**config.mk**
```make
export PLATFORM = sky130hd
export DESIGN_NAME = bitmap_shape_draw_engine_top
export DESIGN_NICKNAME = d
export VERILOG_FILES = /design/src/sv/bsd_pkg.sv /design/src/sv/bsd_row_gen.sv /design/src/sv/bitmap_shape_draw_engine_top.sv
export SDC_FILE = /design/constraint.sdc
export NUM_CORES = 2
export LEC_CHECK = 0
export ABC_AREA = 1
export BUFFER_PORTS_ARGS = -buffer_cell sky130_fd_sc_hd__buf_2
export CAP_MARGIN = 5
export CORE_MARGIN = 1.5
export CORE_UTILIZATION = 61
export CTS_BUF_LIST = sky130_fd_sc_hd__clkbuf_4 sky130_fd_sc_hd__clkbuf_8
export DETAILED_ROUTE_END_ITERATION = 8
export HOLD_SLACK_MARGIN = 0.03
export MAX_ROUTING_LAYER = met4
export PLACE_DENSITY = 0.77
export SKIP_LAST_GASP = 1
export SLEW_MARGIN = 5
export SYNTH_ARGS = -nofsm -noshare
export SYNTH_HDL_FRONTEND = slang
export SYNTH_SLANG_ARGS = --single-unit
```
**constraint.sdc**
```tcl
create_clock -name i_clk -period 11.8 [get_ports i_clk]
set_input_delay 1.77 -clock i_clk [delete_from_list [all_inputs] [get_ports i_clk]]
set_output_delay 1.77 -clock i_clk [all_outputs]
set_load 0.01 [all_outputs]
```
**src/sv/bsd_pkg.sv**
```systemverilog
`timescale 1ns / 1ps
// ----------------------------------------------------------------------------
// bsd_pkg
// shared constants, command codes and row mask helpers for the draw engine
// ----------------------------------------------------------------------------
package bsd_pkg;

    localparam int CANVAS_ROWS = 32;
    localparam int CANVAS_COLS = 32;
    localparam int ROW_AW      = $clog2(CANVAS_ROWS);

    localparam logic [2:0] OP_CLEAR   = 3'd0;
    localparam logic [2:0] OP_RECT    = 3'd1;
    localparam logic [2:0] OP_LINE    = 3'd2;
    localparam logic [2:0] OP_TRI     = 3'd3;
    localparam logic [2:0] OP_DISC    = 3'd4;
    localparam logic [2:0] OP_ERECT   = 3'd5;
    localparam logic [2:0] OP_EDISC   = 3'd6;
    localparam logic [2:0] OP_READ    = 3'd7;

    typedef logic [CANVAS_COLS-1:0] t_row;

    typedef struct packed {
        logic [2:0] func;
        logic [4:0] pos_row;
        logic [4:0] pos_col;
        logic [5:0] arg_a;
        logic [5:0] arg_b;
    } t_cmd;

    // mask of columns lo..hi inclusive (signed ends, clipped to canvas)
    function automatic t_row span_mask(input logic signed [8:0] lo,
                                       input logic signed [8:0] hi);
        t_row m;
        m = '0;
        for (int c = 0; c < CANVAS_COLS; c++) begin
            if ($signed(9'(c)) >= lo && $signed(9'(c)) <= hi) begin
                m[c] = 1'b1;
            end
        end
        return m;
    endfunction

    // single column bit, clipped
    function automatic t_row bit_mask(input logic signed [8:0] col);
        return span_mask(col, col);
    endfunction

endpackage

```
**src/sv/bsd_row_gen.sv**
```systemverilog
`timescale 1ns / 1ps
// ----------------------------------------------------------------------------
// bsd_row_gen
// per-row shape mask: given the command and a row index, which bits to set
// or clear in that row
// ----------------------------------------------------------------------------
module bsd_row_gen (
    input  bsd_pkg::t_cmd          i_cmd,
    input  logic [bsd_pkg::ROW_AW-1:0] i_row,
    input  logic [13:0]            i_dy2,
    output bsd_pkg::t_row          o_mask,
    output logic                   o_set
);
    logic signed [8:0] s_y, s_r, s_c, s_a, s_b, s_rend, s_cend;
    logic [13:0]       s_lim;
    bsd_pkg::t_row     s_disc_lt, s_disc_le;

    assign s_y    = $signed(9'(i_row));
    assign s_r    = $signed(9'(i_cmd.pos_row));
    assign s_c    = $signed(9'(i_cmd.pos_col));
    assign s_a    = $signed(9'(i_cmd.arg_a));
    assign s_b    = $signed(9'(i_cmd.arg_b));
    assign s_rend = s_r + s_a - 9'sd1;
    assign s_cend = s_c + s_b - 9'sd1;
    assign s_lim  = 14'(i_cmd.arg_a) * 14'(i_cmd.arg_a);

    // disc rows: per-column distance compare against radius squared
    always_comb begin
        logic signed [8:0] dx;
        logic [13:0]       d;
        s_disc_lt = '0;
        s_disc_le = '0;
        for (int c = 0; c < bsd_pkg::CANVAS_COLS; c++) begin
            dx = $signed(9'(c)) - s_c;
            d  = 14'(dx * dx) + i_dy2;
            s_disc_lt[c] = (d < s_lim);
            s_disc_le[c] = (d <= s_lim);
        end
    end

    always_comb begin
        logic signed [8:0] di;
        o_mask = '0;
        o_set  = 1'b1;
        di     = s_y - s_r;
        case (i_cmd.func)
            bsd_pkg::OP_RECT: begin
                if (i_cmd.arg_a != 6'd0 && i_cmd.arg_b != 6'd0) begin
                    if (s_y == s_r || s_y == s_rend) begin
                        o_mask = bsd_pkg::span_mask(s_c, s_cend);
                    end else if (s_y > s_r && s_y < s_rend) begin
                        o_mask = bsd_pkg::bit_mask(s_c) | bsd_pkg::bit_mask(s_cend);
                    end
                end
            end
            bsd_pkg::OP_LINE: begin
                if (s_r == s_a) begin
                    if (s_y == s_r) begin
                        o_mask = (s_c < s_b) ? bsd_pkg::span_mask(s_c, s_b)
                                             : bsd_pkg::span_mask(s_b, s_c);
                    end
                end else if (s_c == s_b) begin
                    if ((s_y >= s_r && s_y <= s_a) || (s_y >= s_a && s_y <= s_r)) begin
                        o_mask = bsd_pkg::bit_mask(s_c);
                    end
                end
            end
            bsd_pkg::OP_TRI: begin
                if (i_cmd.arg_a != 6'd0 && s_y >= s_r && s_y <= s_rend) begin
                    if (s_y == s_rend) begin
                        o_mask = bsd_pkg::span_mask(s_c - s_a + 9'sd1, s_rend - s_r + s_c);
                    end else begin
                        o_mask = bsd_pkg::bit_mask(s_c - di) | bsd_pkg::bit_mask(s_c + di);
                    end
                end
            end
            bsd_pkg::OP_DISC: begin
                o_mask = s_disc_lt;
            end
            bsd_pkg::OP_ERECT: begin
                o_set = 1'b0;
                if (s_y >= s_r && s_y <= s_rend) begin
                    o_mask = bsd_pkg::span_mask(s_c, s_cend);
                end
            end
            bsd_pkg::OP_EDISC: begin
                o_set  = 1'b0;
                o_mask = s_disc_le;
            end
            default: begin
                o_mask = '0;
            end
        endcase
    end
endmodule

```
**src/sv/bitmap_shape_draw_engine_top.sv**
```systemverilog
`timescale 1ns / 1ps
// ----------------------------------------------------------------------------
// bitmap_shape_draw_engine_top
// one-bit-per-pixel canvas with shape drawing and row readback
// ----------------------------------------------------------------------------
// A request is taken when start is high and busy is low. Each request gives
// exactly one result, shown for one cycle with o_done high; the receiver cannot
// stall it. The canvas is a 32x32 simple dual-port row memory (one read and one
// write port) with a registered read port. Shape and clear requests sweep every
// row, reading it, merging the row mask and writing it back one row per cycle.
// busy stays high through the row reads and the final write in ST_LAST, and the
// result shows once the engine is idle again, where the next request can already
// be taken. A read-row request passes through ST_RD and ST_RD2, shows its result
// in ST_RD2, and the next request can be taken in the cycle after that. After
// reset a clearing pass over every row holds busy high before the first request.
// Rows are swept in order, so read and write never hit the same row in flight:
// the row read in one cycle is written in the next while the following row is
// read.
// ----------------------------------------------------------------------------
module bitmap_shape_draw_engine_top (
    input  logic        i_clk,
    input  logic        i_rst_n,
    input  logic        start,
    output logic        busy,
    input  logic [2:0]  i_func,
    input  logic [4:0]  i_pos_row,
    input  logic [4:0]  i_pos_col,
    input  logic [5:0]  i_arg_a,
    input  logic [5:0]  i_arg_b,
    output logic        o_done,
    output logic [2:0]  o_done_op,
    output logic [31:0] o_row_pixels
);
    localparam int AW = bsd_pkg::ROW_AW;

    localparam logic [2:0] ST_INIT  = 3'd0;
    localparam logic [2:0] ST_IDLE  = 3'd1;
    localparam logic [2:0] ST_SWEEP = 3'd2;
    localparam logic [2:0] ST_LAST  = 3'd3;
    localparam logic [2:0] ST_RD    = 3'd4;
    localparam logic [2:0] ST_RD2   = 3'd5;

    // canvas memory
    bsd_pkg::t_row     r_mem [bsd_pkg::CANVAS_ROWS];
    bsd_pkg::t_row     r_rdata;
    logic              s_we;
    logic [AW-1:0]     s_waddr, s_raddr;
    bsd_pkg::t_row     s_wdata;

    logic [2:0]        r_state, n_state;
    logic [AW:0]       r_cnt, n_cnt;
    logic [AW-1:0]     r_wrow;
    bsd_pkg::t_cmd     r_cmd;
    bsd_pkg::t_row     r_mask;
    logic              r_set;
    logic [13:0]       r_dy2;
    bsd_pkg::t_row     s_mask;
    logic              s_set;
    logic signed [8:0] s_dy;
    logic              r_done;
    logic [2:0]        r_done_op;
    logic [31:0]       r_pix;

    always_ff @(posedge i_clk) begin
        if (s_we) begin
            r_mem[s_waddr] <= s_wdata;
        end
        r_rdata <= r_mem[s_raddr];
    end

    // mask for the row being read this cycle, used when its data returns
    bsd_row_gen u_gen (
        .i_cmd  (r_cmd),
        .i_row  (r_cnt[AW-1:0]),
        .i_dy2  (r_dy2),
        .o_mask (s_mask),
        .o_set  (s_set)
    );

    assign s_dy    = $signed(9'(r_cnt[AW-1:0])) - $signed(9'(r_cmd.pos_row));
    assign busy    = (r_state != ST_IDLE);
    assign s_raddr = (r_state == ST_IDLE) ? i_pos_row[AW-1:0] : r_cnt[AW-1:0];

    always_comb begin
        s_we    = 1'b0;
        s_waddr = r_wrow;
        s_wdata = '0;
        if (r_state == ST_INIT) begin
            s_we    = 1'b1;
            s_waddr = r_cnt[AW-1:0];
        end else if ((r_state == ST_SWEEP && r_cnt != '0) || r_state == ST_LAST) begin
            s_we = 1'b1;
            if (r_cmd.func == bsd_pkg::OP_CLEAR) begin
                s_wdata = '0;
            end else if (r_set) begin
                s_wdata = r_rdata | r_mask;
            end else begin
                s_wdata = r_rdata & ~r_mask;
            end
        end
    end

    always_comb begin
        n_state = r_state;
        n_cnt   = r_cnt;
        case (r_state)
            ST_INIT: begin
                n_cnt = r_cnt + 1'b1;
                if (r_cnt == (AW+1)'(bsd_pkg::CANVAS_ROWS - 1)) begin
                    n_state = ST_IDLE;
                end
            end
            ST_IDLE: begin
                n_cnt = '0;
                if (start) begin
                    n_state = (i_func == bsd_pkg::OP_READ) ? ST_RD : ST_SWEEP;
                end
            end
            ST_SWEEP: begin
                n_cnt = r_cnt + 1'b1;
                if (r_cnt == (AW+1)'(bsd_pkg::CANVAS_ROWS - 1)) begin
                    n_state = ST_LAST;
                end
            end
            ST_LAST:  n_state = ST_IDLE;
            ST_RD:    n_state = ST_RD2;
            ST_RD2:   n_state = ST_IDLE;
            default:  n_state = ST_IDLE;
        endcase
    end

    always_ff @(posedge i_clk) begin
        if (!i_rst_n) begin
            r_state <= ST_INIT;
            r_cnt   <= '0;
            r_done  <= 1'b0;
        end else begin
            r_state <= n_state;
            r_cnt   <= n_cnt;
            r_done  <= (r_state == ST_LAST) || (r_state == ST_RD);
        end
    end

    always_ff @(posedge i_clk) begin
        if (r_state == ST_IDLE && start) begin
            r_cmd <= '{func: i_func, pos_row: i_pos_row, pos_col: i_pos_col,
                       arg_a: i_arg_a, arg_b: i_arg_b};
        end
        r_mask <= s_mask;
        r_set  <= s_set;
        r_wrow <= r_cnt[AW-1:0];
        if (r_state == ST_IDLE) begin
            r_dy2 <= 14'(($signed(9'd0) - $signed(9'(i_pos_row)))
                         * ($signed(9'd0) - $signed(9'(i_pos_row))));
        end else begin
            // squared row distance for the next row in the sweep
            r_dy2 <= 14'((s_dy + 9'sd1) * (s_dy + 9'sd1));
        end
        r_done_op <= r_cmd.func;
        r_pix     <= (r_state == ST_RD) ? 32'(r_rdata) : 32'd0;
    end

    assign o_done       = r_done;
    assign o_done_op    = r_done_op;
    assign o_row_pixels = r_pix;

    a_one_done: assert property (@(posedge i_clk) disable iff (!i_rst_n)
        o_done |=> !o_done) else $error("done held two cycles");
    a_busy_done: assert property (@(posedge i_clk) disable iff (!i_rst_n)
        (start && !busy) |=> busy) else $error("request not taken");
    a_pix_zero: assert property (@(posedge i_clk) disable iff (!i_rst_n)
        (o_done && o_done_op != bsd_pkg::OP_READ) |-> o_row_pixels == 32'd0)
        else $error("pixels on non-read result");
endmodule

```
### After elaboration in Yosys (flattened, before gate mapping)

Memory sizes are Yosys's and may differ from the RTL's. A register that Yosys moved wholly into a read port is not among the register bits.
Cells that the tools add are included.

* latch bits: 0
* output and inout bits: 37
* flip-flop bits (word level): 122
* input port bits: 28
* bits in writable memories: 1024
* bits in read-only memories: 0
* memories kept: 1

* bitwise gates (word level): 5
* shifts and indexed selects: 0
* equality and inequality tests: 20
* magnitude comparators: 456
* multiplexer cells: 734
* divide/modulo/power cells: 0
* multipliers: 35
* reduce and logical (&&, ||, !) cells: 278
* add/sub/neg operators: 78

Memory list
* r_mem: words 32, bits a word 32, rd ports 1, clocked after memory_dff 1, wr ports 1, line bitmap_shape_draw_engine_top.sv:44 `bsd_pkg::t_row r_mem [bsd_pkg::CANVAS_ROWS];`

Operator list (number)
* $mux 1: 709
* $ge 6x9->1 const A: 64
* $le 6x9->1 const A: 64
* $mux 32: 15
* $add 14x14->14: 32
* $le 14x12->1: 32
* $lt 14x12->1: 32
* $mul 6x6->12: 34
* $ge 5x9->1 const A: 32
* $le 5x9->1 const A: 32
* $logic_and 1x1->1: 265
* $pmux 32 s6: 1
* $ge 4x9->1 const A: 16
* $le 4x9->1 const A: 16
* $ge 5x6->1 const A: 16
* $le 5x6->1 const A: 16
* $or 32x32->32: 3
* $sub 5x5->6 const A: 16
* $ge 5x5->1 const A: 16
* $le 5x5->1 const A: 16
* $ge 3x9->1 const A: 8
* $le 3x9->1 const A: 8
* $ge 4x6->1 const A: 8
* $le 4x6->1 const A: 8
* 65 further kinds: 147

### Logic depth before layout (Yosys ltp)

* word-level depth: 14
* gate-level depth with buffers: 48
* gate-level depth less buffers: 45

### Cells and area by module

From an unflattened synthesis, not the netlist that was laid out.

* cell total of the unflattened synthesis: 14467
* area total of the unflattened synthesis: 116643.1 um2

By module, submodules not included
* bsd_row_gen: cells each 9504, area each 63845.0 um2, sequential area each 0.0 um2, instances 1
* bitmap_shape_draw_engine_top: cells each 4963, area each 52798.1 um2, sequential area each 34062.7 um2, instances 1

### Worst setup path after synthesis

OpenSTA, ideal clock, no wires.

* path kind: register to register
* start: reg r_cmd[13] (netlist name)
* end: reg r_mask[4]
* data arrival time: 8.242 ns
* period minus slack after synthesis: 8.357 ns
* stages on the path, launching flop included: 45
* path buffers: 3
* setup slack: 3.443 ns
* cells stage by stage: edfxtp_1 inv_1 clkbuf_1 clkbuf_1 clkbuf_1 ha_1 inv_1 nor2_1 inv_1 o31ai_2 clkinv_1 nor2_1 nand3_1 nand2_1 inv_1 ha_1 inv_1 fa_1 [9 not listed] xnor2_1 ha_1 a21oi_1 inv_1 a31oi_1 xnor2_1 ha_1 nand2_1 inv_1 nand4_1 o211a_1 nand3_1 nand2_1 nand2_1 nand3b_1 nand3_1 nor2_1 nand2_1

* longest elaborated chain between the ends: 14

Ends and longest elaborated chain
* start: declaration: line bitmap_shape_draw_engine_top.sv:53 `bsd_pkg::t_cmd r_cmd;`
* start signal: assignment: line bitmap_shape_draw_engine_top.sv:146 `r_cmd <= '{func: i_func, pos_row: i_pos_row, pos_col: i_pos_col,`
* parallel branches: the longest is 13 deep, another holds $add 14x14->14
* $pmux 32 s6 *: line bsd_row_gen.sv:46 `case (i_cmd.func)`
* net s_mask[4]: line bitmap_shape_draw_engine_top.sv:57 `bsd_pkg::t_row s_mask;`
* end signal: assignment: line bitmap_shape_draw_engine_top.sv:149 `r_mask <= s_mask;`
* end: declaration: line bitmap_shape_draw_engine_top.sv:54 `bsd_pkg::t_row r_mask;`

Mark *: on every way through the listed nets, which the timed path passes. The select of a mux whose other input is x is not followed.
A chain may end at the register's enable or synchronous reset.

### Worst setup path in the final report

* start: reg r_cmd[15] (netlist name)
* end: reg r_mask[2]

* longest elaborated chain between the ends: 14

Ends and longest elaborated chain (line)
* parallel branches: the longest is 13 deep, another holds $add 14x14->14
* $pmux 32 s6 *: bsd_row_gen.sv:46
* net s_mask[2]: bitmap_shape_draw_engine_top.sv:57

Marks and branches as above.

==> flow_summary.ini <==
[status]
status = finished clean

[flow_run]
drv_cap = 0

[die]
die_h_um = 427
die_area_um2 = 183000
dieWidth_um = 427
row_count = 155
start_util_pct = 61.5
core_um2 = 179000
io_pins = 65

[route]
vias = 96200
wl_met1_um = 147000
viasPerCell = 6.18
drt-initial-drc-count = 11400
wl_met3_um = 45800
post_drt_wl_per_cell_um = 24.6
drcViolationCount = 0
ant_nets = 0
met2_length_um = 166000
wl_um = 382000
maxUsedRoutingLayer = met4
first_pass_iters = 7

[sta]
rsz0062_at_grt = no
fmax_mhz = 99.5
finalCritPeriodShare_pct = 85.2
finalSetupViolations = 0
period_needed_ns = 10.05
fin_skew_ns = 0.121
final.setup.worst_slack_ns = 1.75
worst_slew_pin_slew_ns = 1.22
hold_violations = 0
setup_tns_ns = 0
drv_slew = 0
hold_ws_ns = 0.451
slew_headroom_pct = 18.4

[setup_path]
worst_ep_arrival_time_ns = 10.90
endpoint_kind = flop
critPathRequiredTime_ns = 12.64
worstSetupPathType = flop to flop
cpMaxStageDelayCell = xor2_1
crit_path_max_fanout = 17
max_stage_delay_ns = 0.65
startpoint_type = flop

[pwr]
clkPwrFrac_pct = 20.6
p_leak_nw = 53.4
p_sw_share_pct = 43.6
finalPower_mw = 17.3
irDropWorstVdd_v = 0.000696
p_per_area_nw_per_um2 = 147
switchingPower_mw = 7.53
power_frac_seq_pct = 27.7
p_int_mw = 9.76
pwr-share-comb_pct = 51.8

[clock_network]
cts_resized = 0
htree_levels = 4
clk_latency_ns = 0.99
numCtsBuffers = 184
cts.clk_slew.worst_paths_ns = 0.07
ctsHoldBuffers = 0
clock-sinks = 1177
ctsRootBufferMaster = clkbuf_8
clockBufferDepth = 3
postCtsSetupRepairBufs = 0
cts_tree = built

[logic_synthesis]
synthFlopType = edfxtp_1
netlist_instances = 13000
async_flop_share_pct = 0
netlist.area_leader.share_pct = 28.7
synth_most_common_cell = inv_1
synth_edf_count = 1049
synth.largest_area_cell = edfxtp_1
synthTopCellsByArea = edfxtp_1 (29%), ha_1 (15%), fa_1 (12%)
avgSynthCellArea_um2 = 8.47
ys_seq_elements = 1177
synth_cell_type_count = 75
yosys_warnings = 0
synth_seq_area_share_pct = 31.0
syn_area_um2 = 110000
synthTopCellsByCount = inv_1 (2097), nand2_1 (2007), nor2_1 (1486), ha_1 (1300), edfxtp_1 (1049)
synthesis.nets = 14900

[layout]
fin_area_um2 = 117000
layout.cells.non_filler = 15600
fin_util_pct = 65.7
area_growth_pct = 6.81
nets = 15000
drive_gt1_share_pct = 5.87
nFillCells = 14800

[place]
place_area_um2 = 114000
port_buffers = 64
gp_congestion = 1.06
dp_hpwl_um = 269000
dp_worst_setup_slack_ns = 2.08
numPlacedInstances = 15200

[grt]
grt_pass1_vias = 93400
grt.total_usage_pct = 42.6
grt_pass1_wl_um = 564000
globalRoute.totalOverflow = 0
grt_start_max_net_pins = 212
antenna_found_initial = 16

[hold_path]
min_path_type = flop to flop
## layer usage
metal	vias up	GRT usage (%)
met2	5574	63.1
li1	43500	-
met3	1111	9.46
met5	-	-
met1	46000	54.8
met4	0	22.2
## layout make-up
type	count	area, um2	area share, %
Clock inverter	81	569	0.485
Antenna cell	17	42.5	0.0363
Sequential cell	1177	34100	29.0
Inverter	2129	8010	6.83
Clock buffer	262	3220	2.74
Timing Repair Buffer	250	1770	1.51
Tap cell	2355	2950	2.51
Multi-Input combinational cell	9297	66700	56.9
## critical path, delay by kind of cell (launching register included)
family                   cells  cell delay [ns]
AO/OA/AOI/OAI                8             1.21
XOR/XNOR                     3             0.97
adder cells (fa/ha/maj)      8             3.45
buffers and inverters        7             1.66
flip-flops                   1             0.42
AND/OR/NAND/NOR              8             2.17
## power groups by stage
stage          Sequential, mW  Combinational (mW)  Clock, mW
6_report                 4.78                8.95       3.56
5_1_grt                  4.78                10.1       3.73
4_1_cts                  4.77                8.81       3.57
3_5_place_dp             4.86                8.74          0
3_3_place_gp             4.86                8.47          0
2_1_floorplan            4.88                6.37          0
## logic make-up (layout without fill, tap and decap cells)
family | after synthesis | in the layout | share of synthesized area, %
other | 1 | 18 | 0.00341
buffers and inverters | 2491 | 2722 | 8.66
XOR/XNOR | 570 | 570 | 4.58
AND/OR/NAND/NOR | 4488 | 4488 | 16.9
flip-flops | 1177 | 1177 | 31.0
AO/OA/AOI/OAI | 2300 | 2300 | 12.4
adder cells (fa/ha/maj) | 1938 | 1938 | 26.4
## final timing paths
check	start	slack [ns]	cells past startpoint	end
hold reg to reg	r_rdata[19]	0.45	2	o_row_pixels[19]
hold / removal	r_rdata[19]	0.45	2	o_row_pixels[19]
setup reg to reg	r_cmd[15]	1.75	34	r_mask[2]
setup / recovery	r_cmd[15]	1.75	34	r_mask[2]
## cell usage in the layout (no fill, tap or decap), types with 31 or more instances in the layout
| cell | instances |
|---|---|
| nand4_1 | 106 |
| or2_2 | 31 |
| nor2_4 | 37 |
| buf_4 | 182 |
| buf_2 | 64 |
| inv_1 | 2092 |
| o211ai_1 | 64 |
| a21o_1 | 40 |
| nand3b_1 | 36 |
| o221ai_1 | 231 |
| clkinv_1 | 51 |
| edfxtp_1 | 1049 |
| a31oi_1 | 107 |
| o21bai_1 | 55 |
| a21oi_1 | 674 |
| o21ai_0 | 833 |
| clkbuf_4 | 62 |
| nand3_1 | 617 |
| clkbuf_8 | 200 |
| dfxtp_1 | 119 |
| nand2_1 | 2005 |
| o22ai_1 | 101 |
| a31o_2 | 33 |
| nor3_1 | 112 |
| xor2_1 | 303 |
| xnor2_1 | 255 |
| ha_1 | 1300 |
| nor2_1 | 1451 |
| fa_1 | 638 |
## registers in the layout, summed over array words and instances (netlist names)
signal,cells
o_done,1
o_done_op,3
o_row_pixels,32
r_cmd,25
r_cnt,6
r_dy2,13
r_mask,32
r_mem,1024
r_rdata,32
r_set,1
r_state,3
r_wrow,5
(Power assumes the default switching activity.)
